==> config.mk <==
export PLATFORM = sky130hd
export DESIGN_NAME = lru_key_cache_table_core_flat
export DESIGN_NICKNAME = d
export VERILOG_FILES = /design/src/rtl/lkc_pkg.sv /design/src/rtl/lkc_req_if.sv /design/src/rtl/lkc_rsp_if.sv /design/src/rtl/lkc_cell.sv /design/src/rtl/lru_key_cache_table_core.sv /design/src/flat_wrapper.sv
export SDC_FILE = /design/constraint.sdc
export NUM_CORES = 1
export LEC_CHECK = 0
export ABC_CLOCK_PERIOD_IN_PS = 17900
export BUFFER_PORTS_ARGS = -buffer_cell sky130_fd_sc_hd__buf_2
export CORE_ASPECT_RATIO = 0.5
export CORE_MARGIN = 1.5
export CORE_UTILIZATION = 65
export CTS_CLUSTER_SIZE = 30
export DETAILED_ROUTE_END_ITERATION = 10
export PLACE_DENSITY_LB_ADDON = 0.05
export SLEW_MARGIN = 20
export SYNTH_ARGS = -nofsm -noshare
export SYNTH_HDL_FRONTEND = slang
export SYNTH_HIERARCHICAL = 1
export SYNTH_SLANG_ARGS = --single-unit
==> constraint.sdc <==
create_clock -name clk -period 17.9 [get_ports clk]
set_input_delay 2.685 -clock clk [delete_from_list [all_inputs] [get_ports clk]]
set_output_delay 2.685 -clock clk [all_outputs]
set_load 0.02 [all_outputs]
==> src/rtl/lkc_pkg.sv <==
// ----------------------------------------------------------------------------
// lkc_pkg
// Shared types and constants for the LRU key cache table.
// ----------------------------------------------------------------------------
package lkc_pkg;

	localparam int ENTRIES_DEF  = 16;
	localparam int KEY_BITS_DEF = 32;

	// fixed field widths of the request and response words
	localparam int URL_KEY_W = 32;
	localparam int HIT_POS_W = 4;
	localparam int SLOT_W    = 4;
	localparam int EVKEY_W   = 32;
	localparam int OCC_W     = 5;

	typedef enum logic [0:0] {
		S_IDLE,
		S_UPD
	} lkc_state_t;

	// broadcast from the sequencer to every cell
	typedef struct packed {
		logic cmp;   // latch match against incoming key
		logic upd;   // commit shift / load
		logic hit;   // request hit a valid entry
		logic full;  // table holds ENTRIES valid entries
	} lkc_cell_ctl_t;

endpackage

==> src/rtl/lkc_req_if.sv <==
// ----------------------------------------------------------------------------
// lkc_req_if
// Request channel: one hashed URL key per word.
// ----------------------------------------------------------------------------
interface lkc_req_if
	import lkc_pkg::*;
();
	logic                 valid;
	logic                 ready;
	logic [URL_KEY_W-1:0] url_key;

	modport source (output valid, output url_key, input ready);
	modport sink   (input valid, input url_key, output ready);
endinterface

==> src/rtl/lkc_rsp_if.sv <==
// ----------------------------------------------------------------------------
// lkc_rsp_if
// Response channel: lookup outcome per request word.
// ----------------------------------------------------------------------------
interface lkc_rsp_if
	import lkc_pkg::*;
();
	logic                 valid;
	logic                 ready;
	logic                 hit;
	logic [HIT_POS_W-1:0] hit_position;
	logic [SLOT_W-1:0]    slot_handle;
	logic                 evicted;
	logic [EVKEY_W-1:0]   evicted_key;
	logic [OCC_W-1:0]     occupancy;

	modport source (output valid, output hit, output hit_position, output slot_handle,
		output evicted, output evicted_key, output occupancy, input ready);
	modport sink   (input valid, input hit, input hit_position, input slot_handle,
		input evicted, input evicted_key, input occupancy, output ready);
endinterface

==> src/rtl/lkc_cell.sv <==
// ----------------------------------------------------------------------------
// lkc_cell
// One recency position: stored key, slot handle, valid mark and match flag.
// ----------------------------------------------------------------------------
module lkc_cell
	import lkc_pkg::*;
#(
	parameter int ENTRIES  = ENTRIES_DEF,
	parameter int KEY_BITS = KEY_BITS_DEF,
	parameter int IDX      = 0
) (
	input  logic                             clk,
	input  logic                             arst_n,
	input  lkc_cell_ctl_t                    ctl,
	input  logic [KEY_BITS-1:0]              cmp_key,
	input  logic [KEY_BITS-1:0]              new_key,
	input  logic [$clog2(ENTRIES)-1:0]       new_slot,
	input  logic [$clog2(ENTRIES)-1:0]       pos,
	input  logic [$clog2(ENTRIES+1)-1:0]     count,
	input  logic [KEY_BITS-1:0]              nb_key,
	input  logic [$clog2(ENTRIES)-1:0]       nb_slot,
	output logic [KEY_BITS-1:0]              key,
	output logic [$clog2(ENTRIES)-1:0]       slot,
	output logic                             valid,
	output logic                             match
);
	localparam int CNT_W  = $clog2(ENTRIES+1);
	localparam int SW     = $clog2(ENTRIES);
	localparam logic [CNT_W-1:0] IDX_C  = CNT_W'(IDX);
	localparam logic [CNT_W-1:0] NEXT_C = CNT_W'(IDX + 1);
	localparam bit TOP_CELL = (IDX == ENTRIES - 1);

	logic [KEY_BITS-1:0] key_q;
	logic [SW-1:0]       slot_q;
	logic                valid_q;
	logic                match_q;
	logic                is_last;
	logic                at_or_above;
	logic                shift_en;
	logic                load_en;
	logic                append_en;

	always_comb begin
		is_last     = (NEXT_C == count);
		at_or_above = (IDX_C >= CNT_W'(pos));
		append_en   = ctl.upd && !ctl.hit && !ctl.full && (IDX_C == count);
		if (ctl.hit) begin
			shift_en = ctl.upd && at_or_above && !is_last;
			load_en  = ctl.upd && is_last;
		end else begin
			shift_en = ctl.upd && ctl.full && !TOP_CELL;
			load_en  = (ctl.upd && ctl.full && TOP_CELL) || append_en;
		end
	end

	always_ff @(posedge clk or negedge arst_n) begin
		if (!arst_n) begin
			valid_q <= 1'b0;
			match_q <= 1'b0;
		end else begin
			if (append_en) begin
				valid_q <= 1'b1;
			end
			if (ctl.cmp) begin
				match_q <= valid_q && (key_q == cmp_key);
			end
		end
	end

	always_ff @(posedge clk) begin
		if (shift_en) begin
			key_q  <= nb_key;
			slot_q <= nb_slot;
		end else if (load_en) begin
			key_q  <= new_key;
			slot_q <= new_slot;
		end
	end

	assign key   = key_q;
	assign slot  = slot_q;
	assign valid = valid_q;
	assign match = match_q;

endmodule

==> src/rtl/lru_key_cache_table_core.sv <==
// ----------------------------------------------------------------------------
// lru_key_cache_table_core
// LRU-ordered key table built as a row of cells; position 0 is least recent.
// ----------------------------------------------------------------------------
// Operation: the cycle that accepts a request word compares its key in all
//   cells at once; the update state then shifts/loads the cell row and writes
//   the result. A new request word is taken only after the update is done.
//   The update waits while an earlier result word is still not taken.
// Reset: valid marks and entry count clear at once; stored keys and slots
//   are not reset and are never matched until written.
module lru_key_cache_table_core
	import lkc_pkg::*;
#(
	parameter int ENTRIES  = ENTRIES_DEF,
	parameter int KEY_BITS = KEY_BITS_DEF
) (
	input  logic      clk,
	input  logic      arst_n,
	lkc_req_if.sink   req,
	lkc_rsp_if.source rsp
);
	localparam int CNT_W = $clog2(ENTRIES+1);
	localparam int SW    = $clog2(ENTRIES);
	localparam logic [CNT_W-1:0] FULL_C = CNT_W'(ENTRIES);

	lkc_state_t          state_q, state_d;
	lkc_cell_ctl_t       ctl;
	logic [KEY_BITS-1:0] in_key;
	logic [KEY_BITS-1:0] key_q;
	logic [CNT_W-1:0]    count_q;
	logic                commit;

	logic [KEY_BITS-1:0] cell_key   [ENTRIES];
	logic [SW-1:0]       cell_slot  [ENTRIES];
	logic [ENTRIES-1:0]  cell_valid;
	logic [ENTRIES-1:0]  cell_match;

	logic                hit;
	logic [SW-1:0]       hit_pos;
	logic [SW-1:0]       hit_slot;
	logic [SW-1:0]       new_slot;
	logic                full;
	logic                evict;
	logic [CNT_W-1:0]    count_next;

	logic                out_valid_q;
	logic                hit_q;
	logic [HIT_POS_W-1:0] hit_position_q;
	logic [SLOT_W-1:0]   slot_handle_q;
	logic                evicted_q;
	logic [EVKEY_W-1:0]  evicted_key_q;
	logic [OCC_W-1:0]    occupancy_q;

	logic [KEY_BITS+URL_KEY_W-1:0] key_ext;
	logic [SW+SLOT_W-1:0]          slot_ext;
	logic [SW+HIT_POS_W-1:0]       pos_ext;
	logic [KEY_BITS+EVKEY_W-1:0]   evk_ext;
	logic [CNT_W+OCC_W-1:0]        occ_ext;

	// request key trimmed or widened to table key width
	assign key_ext = {{KEY_BITS{1'b0}}, req.url_key};
	assign in_key  = key_ext[KEY_BITS-1:0];

	// one-hot match reduction; valid keys are unique so at most one bit is set
	always_comb begin
		hit      = |cell_match;
		hit_pos  = '0;
		hit_slot = '0;
		for (int i = 0; i < ENTRIES; i++) begin
			hit_pos  = hit_pos  | (cell_match[i] ? SW'(i) : '0);
			hit_slot = hit_slot | (cell_match[i] ? cell_slot[i] : '0);
		end
	end

	always_comb begin
		full  = (count_q == FULL_C);
		evict = !hit && full;
		if (hit) begin
			new_slot = hit_slot;
		end else if (full) begin
			new_slot = cell_slot[0];
		end else begin
			new_slot = count_q[SW-1:0];
		end
		count_next = (!hit && !full) ? count_q + 1'b1 : count_q;
	end

	always_comb begin
		state_d   = state_q;
		commit    = 1'b0;
		req.ready = 1'b0;
		unique case (state_q)
			S_IDLE: begin
				req.ready = 1'b1;
				if (req.valid) begin
					state_d = S_UPD;
				end
			end
			S_UPD: begin
				// hold the match flags until the result register frees up
				if (!out_valid_q || rsp.ready) begin
					commit  = 1'b1;
					state_d = S_IDLE;
				end
			end
			default: state_d = S_IDLE;
		endcase
	end

	always_comb begin
		ctl.cmp  = req.valid && req.ready;
		ctl.upd  = commit;
		ctl.hit  = hit;
		ctl.full = full;
	end

	always_ff @(posedge clk or negedge arst_n) begin
		if (!arst_n) begin
			state_q     <= S_IDLE;
			count_q     <= '0;
			out_valid_q <= 1'b0;
		end else begin
			state_q <= state_d;
			if (commit) begin
				count_q     <= count_next;
				out_valid_q <= 1'b1;
			end else if (rsp.ready) begin
				out_valid_q <= 1'b0;
			end
		end
	end

	assign slot_ext = {{SLOT_W{1'b0}}, new_slot};
	assign pos_ext  = {{HIT_POS_W{1'b0}}, hit_pos};
	assign evk_ext  = {{EVKEY_W{1'b0}}, cell_key[0]};
	assign occ_ext  = {{OCC_W{1'b0}}, count_next};

	always_ff @(posedge clk) begin
		if (ctl.cmp) begin
			key_q <= in_key;
		end
		if (commit) begin
			hit_q          <= hit;
			hit_position_q <= pos_ext[HIT_POS_W-1:0];
			slot_handle_q  <= slot_ext[SLOT_W-1:0];
			evicted_q      <= evict;
			evicted_key_q  <= evict ? evk_ext[EVKEY_W-1:0] : '0;
			occupancy_q    <= occ_ext[OCC_W-1:0];
		end
	end

	assign rsp.valid        = out_valid_q;
	assign rsp.hit          = hit_q;
	assign rsp.hit_position = hit_position_q;
	assign rsp.slot_handle  = slot_handle_q;
	assign rsp.evicted      = evicted_q;
	assign rsp.evicted_key  = evicted_key_q;
	assign rsp.occupancy    = occupancy_q;

	for (genvar g = 0; g < ENTRIES; g++) begin : g_cell
		logic [KEY_BITS-1:0] nb_key;
		logic [SW-1:0]       nb_slot;

		if (g < ENTRIES - 1) begin : g_nb
			assign nb_key  = cell_key[g+1];
			assign nb_slot = cell_slot[g+1];
		end else begin : g_top
			assign nb_key  = '0;
			assign nb_slot = '0;
		end

		lkc_cell #(
			.ENTRIES  (ENTRIES),
			.KEY_BITS (KEY_BITS),
			.IDX      (g)
		) u_cell (
			.clk      (clk),
			.arst_n   (arst_n),
			.ctl      (ctl),
			.cmp_key  (in_key),
			.new_key  (key_q),
			.new_slot (new_slot),
			.pos      (hit_pos),
			.count    (count_q),
			.nb_key   (nb_key),
			.nb_slot  (nb_slot),
			.key      (cell_key[g]),
			.slot     (cell_slot[g]),
			.valid    (cell_valid[g]),
			.match    (cell_match[g])
		);
	end

	// valid marks form a prefix of length count_q; unused outside the cells
	logic unused_valid;
	assign unused_valid = ^cell_valid;

endmodule
==> src/flat_wrapper.sv <==
// flat-port wrapper written by rule: the top's interface ports become plain ports
module lru_key_cache_table_core_flat import lkc_pkg::*;
#(
	parameter int ENTRIES  = ENTRIES_DEF,
	parameter int KEY_BITS = KEY_BITS_DEF
)
  (clk, arst_n, req_valid, req_url_key, req_ready, rsp_valid, rsp_hit, rsp_hit_position, rsp_slot_handle, rsp_evicted, rsp_evicted_key, rsp_occupancy, rsp_ready);
  lkc_req_if req_i ();
  lkc_rsp_if rsp_i ();
  input  logic clk;
  input  logic arst_n;
  input wire logic [$bits(req_i.valid)-1:0] req_valid;
  input wire logic [$bits(req_i.url_key)-1:0] req_url_key;
  output wire logic [$bits(req_i.ready)-1:0] req_ready;
  output wire logic [$bits(rsp_i.valid)-1:0] rsp_valid;
  output wire logic [$bits(rsp_i.hit)-1:0] rsp_hit;
  output wire logic [$bits(rsp_i.hit_position)-1:0] rsp_hit_position;
  output wire logic [$bits(rsp_i.slot_handle)-1:0] rsp_slot_handle;
  output wire logic [$bits(rsp_i.evicted)-1:0] rsp_evicted;
  output wire logic [$bits(rsp_i.evicted_key)-1:0] rsp_evicted_key;
  output wire logic [$bits(rsp_i.occupancy)-1:0] rsp_occupancy;
  input wire logic [$bits(rsp_i.ready)-1:0] rsp_ready;
  assign req_i.valid = req_valid;
  assign req_i.url_key = req_url_key;
  assign req_ready = req_i.ready;
  assign rsp_valid = rsp_i.valid;
  assign rsp_hit = rsp_i.hit;
  assign rsp_hit_position = rsp_i.hit_position;
  assign rsp_slot_handle = rsp_i.slot_handle;
  assign rsp_evicted = rsp_i.evicted;
  assign rsp_evicted_key = rsp_i.evicted_key;
  assign rsp_occupancy = rsp_i.occupancy;
  assign rsp_i.ready = rsp_ready;
  lru_key_cache_table_core #(.ENTRIES(ENTRIES), .KEY_BITS(KEY_BITS)) u_core (.clk(clk), .arst_n(arst_n), .req(req_i), .rsp(rsp_i));
endmodule
==> results by group <==
Outcome
  • Status: completed

Logic synthesis
  • Synth Warn #: 6
  • #FFs+latches synth: 694
  • Netlist cell types: 85
  • Synthesized area: around 37,000 sq um
  • Asr flop ratio synth: 5.62%
  • Syn Inst Count: 2,377
  • Top cell type's share of synthesized area: 53.5%
  • Sequential fraction of the synthesis area: ~56%
  • EDFF count, synth: 655
  • Ys flop type: edfxtp_1
  • Avg Cell Area, Syn: 15.5 sq um
  • Post-synth top area cell: edfxtp_1
  • Synth top area cells: edfxtp_1 (54%), mux2_2 (9.4%), xor2_1 (7.6%), mux2_4 (7.3%), xnor2_1 (4.7%)

GRT
  • Grt ovf: 0
  • First-pass GRT wire length: 138,000 um
  • Initial antenna violation count: 2
  • Largest net degree at the start of global routing: 82
  • Vias in the first global route: 20,800
  • Total GRT Usage: 32.8%

Timing
  • Final worst slack: 11,920 ps
  • Fmax: approximately 0.17 GHz
  • Fin. Hold Viols: 0
  • Setup TNS: 0 ps
  • Clock skew: 21.7 ps
  • Final number of setup-violating endpoints: 0
  • Max-slew violations: 0
  • RSZ-0062 raised after global routing: no
  • Worst-margin pin slew: 1120 ps
  • Slew HR: 25.2%
  • Final min period: between 5000 and 6000 ps
  • Tcrit/Tclk final: 33.4%
  • WHS: 481 ps

Drt
  • Met2 routed WL: around 42,000 um
  • 1st-iter DRT viols: 2,335
  • Routed wire length: 95,600 um
  • WL met1: 43,000 um
  • Top Layer Used: met5
  • Vias/cell: 6.40
  • DRC viols: 0
  • Vias: 21,500
  • Pre-antenna DRT Iters: 5
  • Detail Route Antenna Nets: 0
  • Met3 wire length: 7580 um
  • Wire length per cell: 28.5 um

Floorplan
  • Core area: 55,700 sq um
  • Row Count: 61
  • Chip Height: 171 um
  • Ports: 85
  • Die ar.: just under 60,000 sq um
  • Die Wd: between 300 and 400 um
  • Initial Util: 66.0%

Power
  • Leakage: 14.3 nW
  • Psw: about 0.0014 W
  • Combinational power share: between 20% and 30%
  • Pwr Total: 0.00468 W
  • PwrDens: 116 nW/um^2
  • Net Sw Frac: between 20 and 30%
  • Clock power frac: 28.1%
  • Pint: 0.00329 W
  • Worst IR drop on VDD: 0.0000880 V
  • Share of power burned in registers: around half

Setup path
  • Critical-path top delay cell: a22o_2
  • Arr. time, crit path: 6330 ps
  • CP most frequent cell: nand2_1
  • CP required: 18,250 ps
  • Cell family with most CP delay: compound AO/OA/AOI/OAI gates
  • Kind of critical path: in -> reg
  • Reg-to-reg critical path startpoint: u_core/count_q[0]
  • Critical path buffer and inverter count: 3
  • Critical Path, Cell by Cell: buf_2, nand2b_1, nand2_1, inv_4, buf_4, nand2_1, a2111oi_4, a22o_2, mux2_2
  • CP max stage delay: between 900 and 1000 ps
  • CP startpoint: rsp_ready
  • Startpoint Class: input pin
  • CP Max Fanout: between 50 and 60
  • CP Capture Type: flip-flop

CTS
  • Buffers from clock root to sink, at most: 3
  • Number of buffers added for setup after CTS: 0
  • Post-CTS Hold Buffers: 0
  • Post_cts resized: 0
  • Root Buffer: clkbuf_16
  • Clock slew at reported path FFs: about 60 ps
  • CTS tree: built
  • Clock Sinks: 694
  • Worst skew pair latency: between 600 and 700 ps
  • Htree depth: 2
  • CTS Buf Count: 60

Place
  • GPL Wtd Cong: 0.976
  • Post-place setup slack: about 11,000 ps
  • DP HPWL: a little under 70,000 um
  • Port-buffer cells: 84

Final layout
  • Sequential Area: 20,600 sq um
  • Commonest non-fill, non-tap cell in the layout: edfxtp_1
  • Fin util: 72.4%
  • Multi-input gate area: 15,600 sq um
  • Layout cells sized above 1: 30.4%
  • Most frequent cells in the layout: edfxtp_1 (655), xor2_1 (317), mux2_2 (308)
  • Area delta synth->final: 9.69%
  • Nets: 2,588
  • Filler cell count: 3,661

Hold path
  • Worst Hold Class: reg -> reg
  • Hold path startpoint: u_core/g_cell[12].u_cell/valid

Run
  • Max_cap viols: 0
through the flow:
stage                     cells  instance area [sq um]
after global placement     3232                  38100
after floorplan            2412                  36900
after CTS                  3344                  40000
final                      3356                  40300
after global routing       3356                  40300
after detailed placement   3233                  38100
path summary, 6_finish.rpt:
path / endpoint / slack (ps) / cells past startpoint
setup / recovery: u_core/g_cell[2].u_cell/key[31] / 11920 / 9
hold / removal: u_core/g_cell[12].u_cell/valid / 480 / 1
setup reg to reg: u_core/g_cell[11].u_cell/key[11] / 13450 / 11
hold reg to reg: u_core/g_cell[12].u_cell/valid / 480 / 1
max in group asynchronous: u_core/g_cell[10].u_cell/match / 15120 / 2
min in group asynchronous: u_core/g_cell[2].u_cell/match / 2240 / 2
cell families after synthesis:
| logic type | share of synthesized area, % |
|---|---|
| multiplexers | 19.6 |
| AO/OA/AOI/OAI | 3.05 |
| other | 0.0102 |
| adder cells (fa/ha/maj) | 0.0681 |
| XOR/XNOR | 12.2 |
| buffers and inverters | 2.14 |
| flip-flops | 56.2 |
| AND/OR/NAND/NOR | 6.75 |
sequential cells by signal (all words and copies together), names as in the netlist:
| register | count |
|---|---|
| u_core/g_cell.u_cell/key | 512 |
| u_core/g_cell.u_cell/slot | 64 |
| u_core/key_q | 32 |
| u_core/rsp.evicted_key | 32 |
| u_core/g_cell.u_cell/match | 16 |
| u_core/g_cell.u_cell/valid | 16 |
| u_core/count_q | 5 |
| u_core/rsp.occupancy | 5 |
| u_core/rsp.hit_position | 4 |
| u_core/rsp.slot_handle | 4 |
| u_core/rsp.evicted | 1 |
| u_core/rsp.hit | 1 |
| u_core/rsp.valid | 1 |
| u_core/state_q | 1 |
cells in the mapped netlist (8+ instances only):
library cell,n
nor4_1,84
mux2_2,308
nor2b_1,29
a31o_2,8
dfrtp_1,39
o31ai_1,8
a221oi_1,8
and2_1,32
xor2_1,317
o22ai_1,8
inv_1,34
a22o_1,9
buf_4,10
mux2_1,92
nor2_1,16
xnor2_1,196
a22oi_1,16
nand3_1,29
nand4_1,71
buf_12,9
or4_1,16
buf_6,29
nand2_1,25
mux2_4,178
a21oi_1,11
edfxtp_1,655
nand2b_1,10
final cells by class:
| class | count | area share [%] |
|---|---|---|
| multi-input combinational | 1626 | 38.8 |
| timing repair buffer | 134 | 2.52 |
| inverter | 34 | 0.323 |
| antenna | 1 | 0.00621 |
| clock inverter | 31 | 0.742 |
| tap | 756 | 2.35 |
| sequential | 694 | 51.2 |
| clock buffer | 80 | 4.06 |
metal layers:
metal / vias up / global-route usage (%)
li1: 9424 / -
met1: 10900 / 49.1
met2: 1023 / 49.7
met3: 172 / 4.20
met4: 2 / 11.1
met5: - / 0
power by group through the flow:
stage / Clock [W] / Sequential, W / Combinational (W)
detailed placement: 0 / 0.00232 / 0.00104
finish: 0.00131 / 0.00229 / 0.00108
global placement: 0 / 0.00231 / 0.00102
floorplan: 0 / 0.00232 / 0.000666
CTS: 0.00133 / 0.00228 / 0.00105
global route: 0.00139 / 0.00230 / 0.00114
Power figures use the tool's default switching activity.
